===== config.mk =====
export PLATFORM = sky130hd
export DESIGN_NAME = psu_panel_setpoint_controller_top
export DESIGN_NICKNAME = d
export VERILOG_FILES = /design/src/rtl/psc_pkg.sv /design/src/rtl/psc_divider.sv /design/src/rtl/psc_controller.sv /design/src/rtl/psc_datapath.sv /design/src/rtl/psu_panel_setpoint_controller_top.sv
export SDC_FILE = /design/constraint.sdc
export NUM_CORES = 1
export LEC_CHECK = 0
export BUFFER_PORTS_ARGS = -buffer_cell sky130_fd_sc_hd__buf_2
export CORE_MARGIN = 3
export CORE_UTILIZATION = 27
export CTS_BUF_LIST = sky130_fd_sc_hd__clkbuf_4 sky130_fd_sc_hd__clkbuf_8
export DETAILED_ROUTE_END_ITERATION = 6
export GPL_TIMING_DRIVEN = 0
export PLACE_DENSITY = 0.43
export SYNTH_ARGS = -nofsm -noshare
export SYNTH_HDL_FRONTEND = slang
export SYNTH_SLANG_ARGS = --single-unit

===== constraint.sdc =====
create_clock -name aclk -period 10.05 [get_ports aclk]
set_clock_uncertainty 0.1 [all_clocks]
set_input_delay 0 -clock aclk [delete_from_list [all_inputs] [get_ports aclk]]
set_output_delay 0 -clock aclk [all_outputs]
set_load 0.005 [all_outputs]

===== src/rtl/psc_pkg.sv =====
// Shared types and constants of the panel setpoint controller.
package psc_pkg;

    localparam logic [1:0] VIEW_READBACK = 2'd0;
    localparam logic [1:0] VIEW_SETPOINT = 2'd1;
    localparam logic [1:0] VIEW_PRESET   = 2'd2;

    localparam logic [2:0] REG_MAX_VOLTAGE = 3'd0;
    localparam logic [2:0] REG_MAX_CURRENT = 3'd1;
    localparam logic [2:0] REG_MAX_POWER   = 3'd2;
    localparam logic [2:0] REG_SHORT_HOLD  = 3'd3;
    localparam logic [2:0] REG_LONG_HOLD   = 3'd4;

    localparam int KEY_TRACK = 0;

    typedef enum logic [2:0] {
        ST_IDLE,
        ST_ADJUST,
        ST_LIMIT,
        ST_DIVIDE,
        ST_FINISH,
        ST_OUTPUT
    } psc_state_t;

    typedef struct packed {
        logic load;
        logic adjust;
        logic limit;
        logic div_start;
        logic finish;
        logic emit;
    } psc_cmd_t;

    typedef struct packed {
        logic need_div;
        logic div_done;
        logic chan;
    } psc_status_t;

    // Encoder acceleration: x10 beyond one detent, then x5 beyond 30.
    function automatic logic signed [15:0] psc_accel(input logic signed [7:0] d);
        logic signed [15:0] x;
        x = 16'(d);
        if (x > 16'sd1 || x < -16'sd1) x = x * 16'sd10;
        if (x > 16'sd30 || x < -16'sd30) x = x * 16'sd5;
        return x;
    endfunction

endpackage


===== src/rtl/psc_divider.sv =====
// Restoring divider, one quotient bit a cycle.
module psc_divider import psc_pkg::*; (
    input  logic        aclk,
    input  logic        aresetn,
    input  logic        start,
    input  logic [31:0] dividend,
    input  logic [23:0] divisor,
    output logic        done,
    output logic [31:0] quotient
);
    logic [31:0] quo_reg, quo_next;
    logic [24:0] rem_reg, rem_next;
    logic [23:0] dvs_reg, dvs_next;
    logic [5:0]  cnt_reg, cnt_next;
    logic        busy_reg, busy_next;
    logic [24:0] trial;

    always_comb begin
        quo_next  = quo_reg;
        rem_next  = rem_reg;
        dvs_next  = dvs_reg;
        cnt_next  = cnt_reg;
        busy_next = busy_reg;
        trial     = '0;
        if (start) begin
            quo_next  = dividend;
            rem_next  = '0;
            dvs_next  = divisor;
            cnt_next  = 6'd32;
            busy_next = 1'b1;
        end else if (busy_reg) begin
            trial = {rem_reg[23:0], quo_reg[31]};
            if (trial >= {1'b0, dvs_reg}) begin
                rem_next = trial - {1'b0, dvs_reg};
                quo_next = {quo_reg[30:0], 1'b1};
            end else begin
                rem_next = trial;
                quo_next = {quo_reg[30:0], 1'b0};
            end
            cnt_next = cnt_reg - 6'd1;
            if (cnt_reg == 6'd1) busy_next = 1'b0;
        end
    end

    always_ff @(posedge aclk) begin
        if (!aresetn) begin
            busy_reg <= 1'b0;
            cnt_reg  <= '0;
        end else begin
            busy_reg <= busy_next;
            cnt_reg  <= cnt_next;
        end
        quo_reg <= quo_next;
        rem_reg <= rem_next;
        dvs_reg <= dvs_next;
    end

    assign done     = busy_reg && (cnt_reg == 6'd1);
    assign quotient = quo_next;
endmodule


===== src/rtl/psc_controller.sv =====
// Sequencing state machine of the panel controller.
module psc_controller import psc_pkg::*; (
    input  logic        aclk,
    input  logic        aresetn,
    input  logic        in_valid,
    output logic        in_ready,
    output logic        out_valid,
    input  logic        out_ready,
    input  psc_status_t status,
    output psc_cmd_t    cmd
);
    psc_state_t state_reg, state_next;

    always_comb begin
        state_next = state_reg;
        case (state_reg)
            ST_IDLE:   if (in_valid) state_next = ST_ADJUST;
            ST_ADJUST: state_next = ST_LIMIT;
            ST_LIMIT:  state_next = status.need_div ? ST_DIVIDE : ST_FINISH;
            ST_DIVIDE: if (status.div_done) state_next = ST_FINISH;
            ST_FINISH: state_next = status.chan ? ST_OUTPUT : ST_ADJUST;
            ST_OUTPUT: if (out_ready) state_next = ST_IDLE;
            default:   state_next = ST_IDLE;
        endcase
    end

    always_comb begin
        cmd       = '0;
        in_ready  = 1'b0;
        out_valid = 1'b0;
        case (state_reg)
            ST_IDLE: begin
                in_ready = 1'b1;
                cmd.load = in_valid;
            end
            ST_ADJUST: cmd.adjust = 1'b1;
            ST_LIMIT: begin
                cmd.limit     = 1'b1;
                cmd.div_start = status.need_div;
            end
            ST_DIVIDE: cmd = '0;
            ST_FINISH: cmd.finish = 1'b1;
            ST_OUTPUT: begin
                out_valid = 1'b1;
                cmd.emit  = out_ready;
            end
            default: cmd = '0;
        endcase
    end

    always_ff @(posedge aclk) begin
        if (!aresetn) begin
            state_reg <= ST_IDLE;
        end else begin
            state_reg <= state_next;
        end
    end
endmodule


===== src/rtl/psc_datapath.sv =====
// Setpoint, view and status datapath of the panel controller.
module psc_datapath import psc_pkg::*; #(
    parameter int SETPOINT_BITS = 16
) (
    input  logic              aclk,
    input  logic              aresetn,
    input  psc_cmd_t          cmd,
    output psc_status_t       status,
    input  logic              cfg_valid,
    input  logic [2:0]        cfg_index,
    input  logic [31:0]       cfg_data,
    input  logic signed [7:0] volt_delta_a,
    input  logic signed [7:0] curr_delta_a,
    input  logic signed [7:0] volt_delta_b,
    input  logic signed [7:0] curr_delta_b,
    input  logic [4:0]        key_presses,
    input  logic              link_ok_a,
    input  logic              reported_on_a,
    input  logic              link_ok_b,
    input  logic              reported_on_b,
    output logic [15:0]       volt_cmd_a,
    output logic [15:0]       curr_cmd_a,
    output logic              on_cmd_a,
    output logic [15:0]       volt_cmd_b,
    output logic [15:0]       curr_cmd_b,
    output logic              on_cmd_b,
    output logic              tracking_on,
    output logic [1:0]        view_a,
    output logic [1:0]        view_b
);
    localparam int SB = SETPOINT_BITS;
    localparam logic [SB-1:0] SP_MAX = {SB{1'b1}};

    logic [15:0] max_v_reg, max_i_reg;
    logic [31:0] max_p_reg;
    logic [6:0]  short_reg, long_reg;

    logic [SB-1:0] volt_reg [2];
    logic [SB-1:0] curr_reg [2];
    logic [1:0]    on_reg, last_reg, cmdon_reg;
    logic [1:0]    view_reg [2];
    logic [6:0]    hold_reg [2];
    logic          track_reg;

    logic signed [7:0] in_d_reg [4];
    logic [4:0]        keys_reg;
    logic [1:0]        link_reg, rep_reg;
    logic              chan_reg;

    logic signed [15:0] dv_reg, di_reg;
    logic [SB-1:0]      nv_reg, ni_reg;
    logic               div_cur_reg;

    logic signed [15:0] dv_c, di_c;
    logic [SB-1:0]      lim_v, lim_i, adj_v, adj_i;
    logic [63:0]        prod;
    logic               need_div;
    logic               div_done;
    logic [31:0]        quot;

    function automatic logic [SB-1:0] adj(input logic [SB-1:0] cur,
                                         input logic signed [15:0] d,
                                         input logic [SB-1:0] lim);
        logic signed [31:0] t;
        t = $signed({{(32-SB){1'b0}}, cur}) + 32'(d);
        if (t < 0) return '0;
        if (t > $signed({{(32-SB){1'b0}}, lim})) return lim;
        return t[SB-1:0];
    endfunction

    always_comb begin
        dv_c  = psc_accel(in_d_reg[{chan_reg, 1'b0}]);
        di_c  = psc_accel(in_d_reg[{chan_reg, 1'b1}]);
        lim_v = (SB > 16 || {16'(0), max_v_reg} < 32'(SP_MAX)) ? SB'(max_v_reg) : SP_MAX;
        lim_i = (SB > 16 || {16'(0), max_i_reg} < 32'(SP_MAX)) ? SB'(max_i_reg) : SP_MAX;
        adj_v = adj(volt_reg[chan_reg], dv_c, lim_v);
        adj_i = adj(curr_reg[chan_reg], di_c, lim_i);
        prod  = 64'(nv_reg) * 64'(ni_reg);
        need_div = !(chan_reg && track_reg) && (prod > 64'(max_p_reg));
    end

    assign status.need_div = need_div;
    assign status.div_done = div_done;
    assign status.chan     = chan_reg;

    psc_divider u_div (
        .aclk     (aclk),
        .aresetn  (aresetn),
        .start    (cmd.div_start),
        .dividend (max_p_reg),
        .divisor  ((dv_reg > 0) ? 24'(nv_reg) : 24'(ni_reg)),
        .done     (div_done),
        .quotient (quot)
    );

    always_ff @(posedge aclk) begin
        if (!aresetn) begin
            max_v_reg <= 16'hffff;
            max_i_reg <= 16'hffff;
            max_p_reg <= 32'hffffffff;
            short_reg <= 7'd20;
            long_reg  <= 7'd100;
            for (int c = 0; c < 2; c++) begin
                volt_reg[c] <= '0;
                curr_reg[c] <= '0;
                view_reg[c] <= VIEW_READBACK;
                hold_reg[c] <= '0;
            end
            on_reg    <= '0;
            last_reg  <= '0;
            cmdon_reg <= '0;
            track_reg <= 1'b0;
            chan_reg  <= 1'b0;
        end else begin
            if (cfg_valid) begin
                case (cfg_index)
                    REG_MAX_VOLTAGE: max_v_reg <= cfg_data[15:0];
                    REG_MAX_CURRENT: max_i_reg <= cfg_data[15:0];
                    REG_MAX_POWER:   max_p_reg <= cfg_data;
                    REG_SHORT_HOLD:  short_reg <= cfg_data[6:0];
                    REG_LONG_HOLD:   long_reg  <= cfg_data[6:0];
                    default:         max_v_reg <= max_v_reg;
                endcase
            end
            if (cmd.load) begin
                chan_reg <= 1'b0;
                if (key_presses[KEY_TRACK]) begin
                    track_reg <= track_reg ? 1'b0 : !(on_reg[0] || on_reg[1]);
                end
            end
            if (cmd.finish) begin
                chan_reg <= 1'b1;
                if (chan_reg && track_reg) begin
                    volt_reg[1]  <= volt_reg[0];
                    curr_reg[1]  <= curr_reg[0];
                    on_reg[1]    <= on_reg[0];
                    cmdon_reg[1] <= on_reg[0];
                end else begin
                    volt_reg[chan_reg] <= nv_reg;
                    curr_reg[chan_reg] <= ni_reg;
                    on_reg[chan_reg]   <= on_reg[chan_reg] ^ keys_reg[3'({chan_reg, 1'b0}) + 3'd1];
                    cmdon_reg[chan_reg] <= on_reg[chan_reg] ^
                                           keys_reg[3'({chan_reg, 1'b0}) + 3'd1];
                    if (keys_reg[3'({chan_reg, 1'b0}) + 3'd2]) begin
                        if (view_reg[chan_reg] == VIEW_PRESET) begin
                            view_reg[chan_reg] <= VIEW_READBACK;
                            if (dv_reg != 0 || di_reg != 0) hold_reg[chan_reg] <= long_reg;
                        end else begin
                            view_reg[chan_reg] <= VIEW_PRESET;
                            hold_reg[chan_reg] <= long_reg;
                        end
                    end else if (dv_reg != 0 || di_reg != 0) begin
                        if (view_reg[chan_reg] != VIEW_PRESET) begin
                            view_reg[chan_reg] <= VIEW_SETPOINT;
                            hold_reg[chan_reg] <= short_reg;
                        end else begin
                            hold_reg[chan_reg] <= long_reg;
                        end
                    end
                end
            end
            if (cmd.emit) begin
                for (int c = 0; c < 2; c++) begin
                    if (link_reg[c]) begin
                        if (on_reg[c] == last_reg[c]) on_reg[c] <= rep_reg[c];
                        else last_reg[c] <= on_reg[c];
                    end else begin
                        on_reg[c]   <= 1'b0;
                        last_reg[c] <= 1'b0;
                    end
                    if (hold_reg[c] != 7'd0) hold_reg[c] <= hold_reg[c] - 7'd1;
                    else view_reg[c] <= VIEW_READBACK;
                end
            end
        end
    end

    always_ff @(posedge aclk) begin
        if (cmd.load) begin
            in_d_reg[0] <= volt_delta_a;
            in_d_reg[1] <= curr_delta_a;
            in_d_reg[2] <= volt_delta_b;
            in_d_reg[3] <= curr_delta_b;
            keys_reg    <= key_presses;
            link_reg    <= {link_ok_b, link_ok_a};
            rep_reg     <= {reported_on_b, reported_on_a};
        end
        if (cmd.adjust) begin
            dv_reg <= dv_c;
            di_reg <= di_c;
            nv_reg <= adj_v;
            ni_reg <= adj_i;
        end else if (div_done) begin
            if (div_cur_reg) ni_reg <= quot[SB-1:0];
            else nv_reg <= quot[SB-1:0];
        end
        if (cmd.div_start) div_cur_reg <= (dv_reg > 0);
    end

    assign volt_cmd_a  = 16'(volt_reg[0]);
    assign curr_cmd_a  = 16'(curr_reg[0]);
    assign volt_cmd_b  = 16'(volt_reg[1]);
    assign curr_cmd_b  = 16'(curr_reg[1]);
    assign on_cmd_a    = cmdon_reg[0];
    assign on_cmd_b    = cmdon_reg[1];
    assign tracking_on = track_reg;
    assign view_a      = view_reg[0];
    assign view_b      = view_reg[1];
endmodule


===== src/rtl/psu_panel_setpoint_controller_top.sv =====
// Top level of the two-channel panel setpoint controller.
//  channel  | handshake            | payload
//  s_       | s_valid / s_ready    | encoder deltas, keys, link status
//  m_       | m_valid / m_ready    | setpoints, enables, tracking, views
//  cfg_     | cfg_valid/cfg_ready  | cfg_index, cfg_data
// An item is loaded, then channel a and channel b in turn pass through adjust,
// limit, a restoring divide when the power limit is exceeded, and finish;
// the result is then offered on the m_ channel.
// Synchronous active-low reset restores config and panel state only.
// A result waits in the output registers until taken; no new item enters.
module psu_panel_setpoint_controller_top import psc_pkg::*; #(
    parameter int SETPOINT_BITS = 16
) (
    input  logic              aclk,
    input  logic              aresetn,
    input  logic              cfg_valid,
    output logic              cfg_ready,
    input  logic [2:0]        cfg_index,
    input  logic [31:0]       cfg_data,
    input  logic              s_valid,
    output logic              s_ready,
    input  logic signed [7:0] s_volt_delta_a,
    input  logic signed [7:0] s_curr_delta_a,
    input  logic signed [7:0] s_volt_delta_b,
    input  logic signed [7:0] s_curr_delta_b,
    input  logic [4:0]        s_key_presses,
    input  logic              s_link_ok_a,
    input  logic              s_reported_on_a,
    input  logic              s_link_ok_b,
    input  logic              s_reported_on_b,
    output logic              m_valid,
    input  logic              m_ready,
    output logic [15:0]       m_volt_cmd_a,
    output logic [15:0]       m_curr_cmd_a,
    output logic              m_on_cmd_a,
    output logic [15:0]       m_volt_cmd_b,
    output logic [15:0]       m_curr_cmd_b,
    output logic              m_on_cmd_b,
    output logic              m_tracking_on,
    output logic [1:0]        m_view_a,
    output logic [1:0]        m_view_b
);
    psc_cmd_t    cmd;
    psc_status_t status;

    assign cfg_ready = 1'b1;

    psc_controller u_ctrl (
        .aclk      (aclk),
        .aresetn   (aresetn),
        .in_valid  (s_valid),
        .in_ready  (s_ready),
        .out_valid (m_valid),
        .out_ready (m_ready),
        .status    (status),
        .cmd       (cmd)
    );

    psc_datapath #(.SETPOINT_BITS(SETPOINT_BITS)) u_dp (
        .aclk          (aclk),
        .aresetn       (aresetn),
        .cmd           (cmd),
        .status        (status),
        .cfg_valid     (cfg_valid),
        .cfg_index     (cfg_index),
        .cfg_data      (cfg_data),
        .volt_delta_a  (s_volt_delta_a),
        .curr_delta_a  (s_curr_delta_a),
        .volt_delta_b  (s_volt_delta_b),
        .curr_delta_b  (s_curr_delta_b),
        .key_presses   (s_key_presses),
        .link_ok_a     (s_link_ok_a),
        .reported_on_a (s_reported_on_a),
        .link_ok_b     (s_link_ok_b),
        .reported_on_b (s_reported_on_b),
        .volt_cmd_a    (m_volt_cmd_a),
        .curr_cmd_a    (m_curr_cmd_a),
        .on_cmd_a      (m_on_cmd_a),
        .volt_cmd_b    (m_volt_cmd_b),
        .curr_cmd_b    (m_curr_cmd_b),
        .on_cmd_b      (m_on_cmd_b),
        .tracking_on   (m_tracking_on),
        .view_a        (m_view_a),
        .view_b        (m_view_b)
    );
endmodule


==> After elaboration in Yosys (flattened, before gate mapping) <==
Memories as Yosys holds them, arrays and structs flattened. A register that Yosys moved wholly into a read port is not among the register bits.
Cells that the tools add are included.
{ "totals": {"mem_bits_rw": 114, "mem_count": 5, "reg_bits": 250} }
{ "op_classes": {"magnitude_cmp": 21, "bitwise_logic": 14, "eq_ne": 20, "muxes": 168, "n_mul": 5, "add_sub_neg": 8, "n_reduce_logical": 39} }
{ "memory_table": {"columns": ["memory", "depth", "width", "read_ports", "rd_ports_with_merged_regs", "write_ports", "line", "source"], "rows": [
  ["u_dp.curr_reg", 2, 16, 3, 1, 2, "psc_datapath.sv:39", "logic [SB-1:0] curr_reg [2];"],
  ["u_dp.in_d_reg", 4, 8, 2, 2, 4, "psc_datapath.sv:45", "logic signed [7:0] in_d_reg [4];"],
  ["u_dp.volt_reg", 2, 16, 3, 1, 2, "psc_datapath.sv:38", "logic [SB-1:0] volt_reg [2];"],
  ["u_dp.hold_reg", 2, 7, 2, 0, 2, "psc_datapath.sv:42", "logic [6:0] hold_reg [2];"],
  ["u_dp.view_reg", 2, 2, 3, 1, 2, "psc_datapath.sv:41", "logic [1:0] view_reg [2];"]
]} }
{ "op_table": {"columns": ["cell", "count"], "rows": [
  ["2-to-1 mux 16 bit", 25],
  ["2-to-1 mux 1 bit", 110],
  ["greater-than comparator 32 x 17 -> 1 bit", 2],
  ["less-than comparator 32 x 1 -> 1 bit (second input constant)", 2],
  ["2-to-1 mux 32 bit", 2],
  ["nonzero test 32 bit", 2],
  ["2-to-1 mux 7 bit", 6],
  ["adder 17 x 16 -> 18 bit", 2],
  ["greater-than comparator 16 x 6 -> 1 bit (second input constant)", 2],
  ["greater-than comparator 32 bit", 1],
  ["less-than comparator 16 bit (second input constant)", 2],
  ["less-than comparator 16 x 6 -> 1 bit (second input constant)", 2],
  ["multiplier 16 x 16 -> 32 bit", 1],
  ["multiplier 16 x 4 -> 16 bit (second input constant)", 2],
  ["OR reduction 16 bit", 2],
  [">= comparator 25 x 24 -> 1 bit", 1],
  ["multiplier 8 x 4 -> 12 bit (second input constant)", 2],
  ["2-to-1 mux 24 bit", 1],
  ["subtractor 24 bit", 1],
  ["2-to-1 mux 2 bit", 11],
  ["AND reduction 2 bit", 11],
  ["case mux 3 bit (6 select lines)", 1],
  ["greater-than comparator 16 x 1 -> 1 bit (second input constant)", 1],
  ["greater-than comparator 8 x 2 -> 1 bit (second input constant)", 2],
  ["other kinds (33)", 81]
]} }

==> Longest topological paths before layout <==
{ "logic_depth": {"word_depth": 14, "ltp_mapped": 42, "mapped_depth_nobuf": 37} }

==> By module <==
A second synthesis with hierarchy kept.
{ "unflattened": {"cells_unflattened": 3320, "hier_area_um2": 30998.5} }
{ "modules_own_cells": {"columns": ["mod", "n_inst", "cells_per_inst", "area_per_inst_um2", "seq_area_each_um2"], "rows": [
  ["psc_datapath", 1, 2744, 25807.3, 7357.1],
  ["psc_divider", 1, 542, 4929.7, 1981.9],
  ["psc_controller", 1, 32, 250.2, 60.1],
  ["psu_panel_setpoint_controller_top", 1, 2, 11.3, 0.0]
]} }

==> Worst setup path before layout <==
No wires, ideal clock.
{ "synth_path": {"path_type": "reg-to-reg", "from": "register u_dp.nv_reg[4]", "to": "register u_dp.div_cur_reg, enable pin", "setup_slack_ns": 0.287, "n_path_buf": 5, "arrival_time_ns": 9.275, "path_stages_with_launch": 39, "cell_sequence": "edfxtp_1 clkbuf_1 clkbuf_1 nand2_1 fa_1 inv_1 fa_1 inv_1 fa_1 fa_1 inv_1 fa_1 inv_1 fa_1 inv_1 ha_1 clkbuf_1 a21oi_1 [3 not listed] a21oi_1 nor4b_1 nand3_1 a211oi_1 a21oi_1 xnor2_1 ha_1 nand4_1 nor2_1 nand3_1 or4_1 nand3_1 a211oi_2 nor2_1 nand2_1 inv_2 clkbuf_1 clkbuf_1"} }
{ "synth_rtl": {"columns": ["item", "line", "source"], "rows": [
  ["start: declaration", "psc_datapath.sv:51", "logic [SB-1:0] nv_reg, ni_reg;"],
  ["start signal: assignment", "psc_datapath.sv:191", "nv_reg <= adj_v;"],
  ["start signal: assignment", "psc_datapath.sv:195", "else nv_reg <= quot[SB-1:0];"],
  ["end signal: assignment", "psc_datapath.sv:197", "if (cmd.div_start) div_cur_reg <= (dv_reg > 0);"],
  ["end: declaration", "psc_datapath.sv:52", "logic div_cur_reg;"]
]} }

==> Worst setup path in the final report <==
{ "layout_path": {"from": "register u_dp.nv_reg[7]", "to": "register u_dp.ni_reg[10] (data pin)"} }
{ "layout_between": {"elab_chain_cells": 8} }
{ "layout_rtl": {"columns": ["item", "line", "source"], "rows": [
  ["multiplier 16 x 16 -> 32 bit", "psc_datapath.sv:78", "prod = 64'(nv_reg) * 64'(ni_reg);"],
  ["greater-than comparator 32 bit", "psc_datapath.sv:79", "need_div = !(chan_reg && track_reg) && (prod > 64'(max_p_reg));"],
  ["logical AND 1 bit", "psc_datapath.sv:79", null],
  ["2-to-1 mux 1 bit", "psc_controller.sv:31", "case (state_reg)"],
  ["2-to-1 mux 32 bit", "psc_divider.sv:25", "if (start) begin"],
  ["2-to-1 mux 16 bit", "psc_datapath.sv:194", "if (div_cur_reg) ni_reg <= quot[SB-1:0];"],
  ["2-to-1 mux 16 bit", "psc_datapath.sv:193", "end else if (div_done) begin"],
  ["2-to-1 mux 16 bit", "psc_datapath.sv:188", "if (cmd.adjust) begin"],
  ["end signal: assignment", "psc_datapath.sv:192", "ni_reg <= adj_i;"],
  ["end signal: assignment", "psc_datapath.sv:194", null],
  ["end: declaration", "psc_datapath.sv:51", null]
]} }
Every way passes these cells. The select of a mux whose other input is x is not followed.
A chain may end at the register's enable or synchronous reset.

==> run_results.csv <==
group,metric,value,unit
setup_path,cpPeakStageDelay,830,ps
routing,first_pass_iters,7,
yosys,yosysMostFrequentCell,"nand2_1",
routing,viasPerCell,4.788,
clocking,cts_buffers,70,
floorplan,initial_core_util,27.45,%
yosys,synthTopCellsByArea,"edfxtp_1 22%, fa_1 13%, ha_1 12%",
routing,num_vias,24740,
floorplan,dieWidth,340.3,um
global_routing,globalRouteOverflowTotal,0,
clocking,clk_path_buf_depth,3,
global_routing,grt_pass1_vias,25270,
setup_path,crit_type,"reg -> reg",
global_routing,grt_max_degree,33,
clocking,cts_tree,"done",
yosys,yosys_warnings,0,
global_routing,grt_pass1_wl,163600,um
global_routing,gr-usage-met3,2.958,%
job,drv_cap,0,
timing,fmax,103.1,MHz
clocking,clkSinkCount,356,
routing,drtAntennaViolNets,0,
yosys,async_flop_share,0,%
yosys,synth_edf_count,219,
routing,drt-total-wl,109100,um
setup_path,crit_arrival,10130,ps
layout,drive_above_1_share,13.90,%
yosys,synth_cell_types,92,
setup_path,end_kind,"flip-flop",
yosys,synth_area_per_cell,9.346,um^2
global_routing,antenna_found_initial,3,
routing,drt_iter0_markers,1661,
timing,hold_viol,0,
placed_design,place_congestion,0.8446,
clocking,clkTransAtPathRegs,60,ps
yosys,syn_area,0.03017,mm^2
yosys,ys_seq_area_share,30.89,%
floorplan,coreArea,0.1099,mm^2
clocking,cts.htree.levels,3,
global_routing,use_met1,26.35,%
yosys,synth_common_cells,"404 x nand2_1, 379 x inv_1, 290 x ha_1",
placed_design,place_hpwl,82540,um
timing,worstMarginPinSlew,1024,ps
yosys,synth_top_area_share,21.80,%
setup_path,cp_slowest_cell,"a211oi_1",
global_routing,grtUsageTotal,18.79,%
timing,hold-worst-slack,88.31,ps
timing,drv_slew,0,
layout,nets,4206,
worst_hold_path,hp-class,"in -> reg",
setup_path,cp.required,10480,ps
layout,synthToLayoutAreaGrowth,21.23,%
timing,min_period_over_period,96.55,%
clocking,cts_root_buf,"clkbuf_8",
placed_design,portBuffers,153,
setup_path,timing.critical_path.mode_cell,"fa_1",
clocking,clock_latency,700,ps
global_routing,busiest_layer,"met2",
global_routing,grtUsageMet2,29.38,%
yosys,synth_nets,3800,
timing,max-slew-margin-rel,31.71,%
routing,wire_per_inst,21.10,um
timing,setup_viol,0,
yosys,synth_flop_cell,"edfxtp_1",
timing,layout_min_cycle_time,9703,ps
floorplan,ios,155,
run_status,outcome,"completed",
setup_path,cp_max_fo,10,
yosys,synth_cells,3228,
yosys,ys_ff_latch,356,
floorplan,die_area,0.1158,mm^2
floorplan,row_count,121,
routing,drc,0,
floorplan,die_h,340.3,um
setup_path,critical_path.startpoint_type,"flip-flop",
yosys,yosys.area.top_type,"edfxtp_1",
[critical path: cells and delay by family, from the launching register on]
family / cells / cell delay (ps)
AND/OR/NAND/NOR: 6 / 1220
buffers and inverters: 7 / 910
AO/OA/AOI/OAI: 11 / 2990
XOR/XNOR: 1 / 170
adder cells (fa/ha/maj): 8 / 3690
flip-flops: 1 / 410
[stage by stage]
step | cell area (um^2) | util (%) | TNS, ps | cells | setup WS, ps
floorplan | 30170 | - | 0 | 3228 | 286.6
global placement | 32780 | 29.82 | -324450 | 4857 | -3153
detailed placement | 32890 | 29.93 | -322470 | 4862 | -3150
CTS | 36390 | 33.11 | 0 | 5159 | 5.494
global route | 36570 | 33.27 | -20.45 | 5167 | -20.45
finish | 36570 | 33.28 | 0 | 5168 | 347.1
[final cells by class]
cell class / count / area (um^2)
Antenna cell: 2 / 5.005
Buffer: 132 / 648.1
Clock buffer: 100 / 1264
Clock inverter: 28 / 201.4
Fill cell: 11600 / 73340
Inverter: 381 / 1438
Multi-Input combinational cell: 2331 / 19020
Sequential cell: 356 / 9320
Tap cell: 1476 / 1847
Timing Repair Buffer: 362 / 2826
[placed cells by master, fill, tap and decap left out, drive strengths merged, types with 14 or more instances in the layout]
cell type,instances
nor4,32
a211oi,35
xnor2,74
dlygate4sd3,147
o21bai,18
a221o,25
nor2,143
a21boi,23
ha,290
nor3,36
clkinv,26
clkbuf,203
or3,14
nor2b,28
nand2,404
nand4,22
nand2b,19
inv,382
a21o,40
buf,244
mux2i,46
edfxtp,219
or2,15
a21oi,177
o21ai,110
and3,46
fa,201
xor2,40
nand3,64
and2,129
o22ai,21
dfxtp,137
mux2,60
o211ai,76
o21a,32
[metal layers]
| metal | vias to the layer above | wire length [um] |
|---|---|---|
| li1 | 11960 | - |
| met4 | 2 | 3582 |
| met3 | 155 | 4886 |
| met5 | - | 13 |
| met2 | 553 | 48490 |
| met1 | 12070 | 52080 |
[cells by family after synthesis]
logic type / Yosys count / synth area share, %
compound gates: 628 / 13.79
other cells: 1 / 0.01243
simple gates: 991 / 15.93
fa+ha+maj: 491 / 25.36
xor+xnor: 114 / 3.372
mux: 106 / 3.778
flops: 356 / 30.89
buf+inv: 541 / 6.855
[worst paths after layout]
check / start / end / slack [ps] / cells after the start
worst max-delay path: u_dp.nv_reg[7] / u_dp.ni_reg[10] / 350 / 33
worst min-delay path: cfg_data[0] / u_dp.max_v_reg[0] / 90 / 4
worst max register to register: u_dp.nv_reg[7] / u_dp.ni_reg[10] / 350 / 33
worst min register to register: u_dp.long_reg[1] / u_dp.long_reg[1] / 360 / 2
[repair_timing]
item | CTS | global route
setup buffers | 47 | 10
hold buffers | 147 | 0
pin swaps | 2 | 7
endpoints found under the hold margin | 143 | 0
gates resized for setup | 82 | 42
setup endpoints to repair | 131 | 110
Power is not shown: default switching activity piles up to over one toggle a cycle in this logic, so the estimate is an artifact.
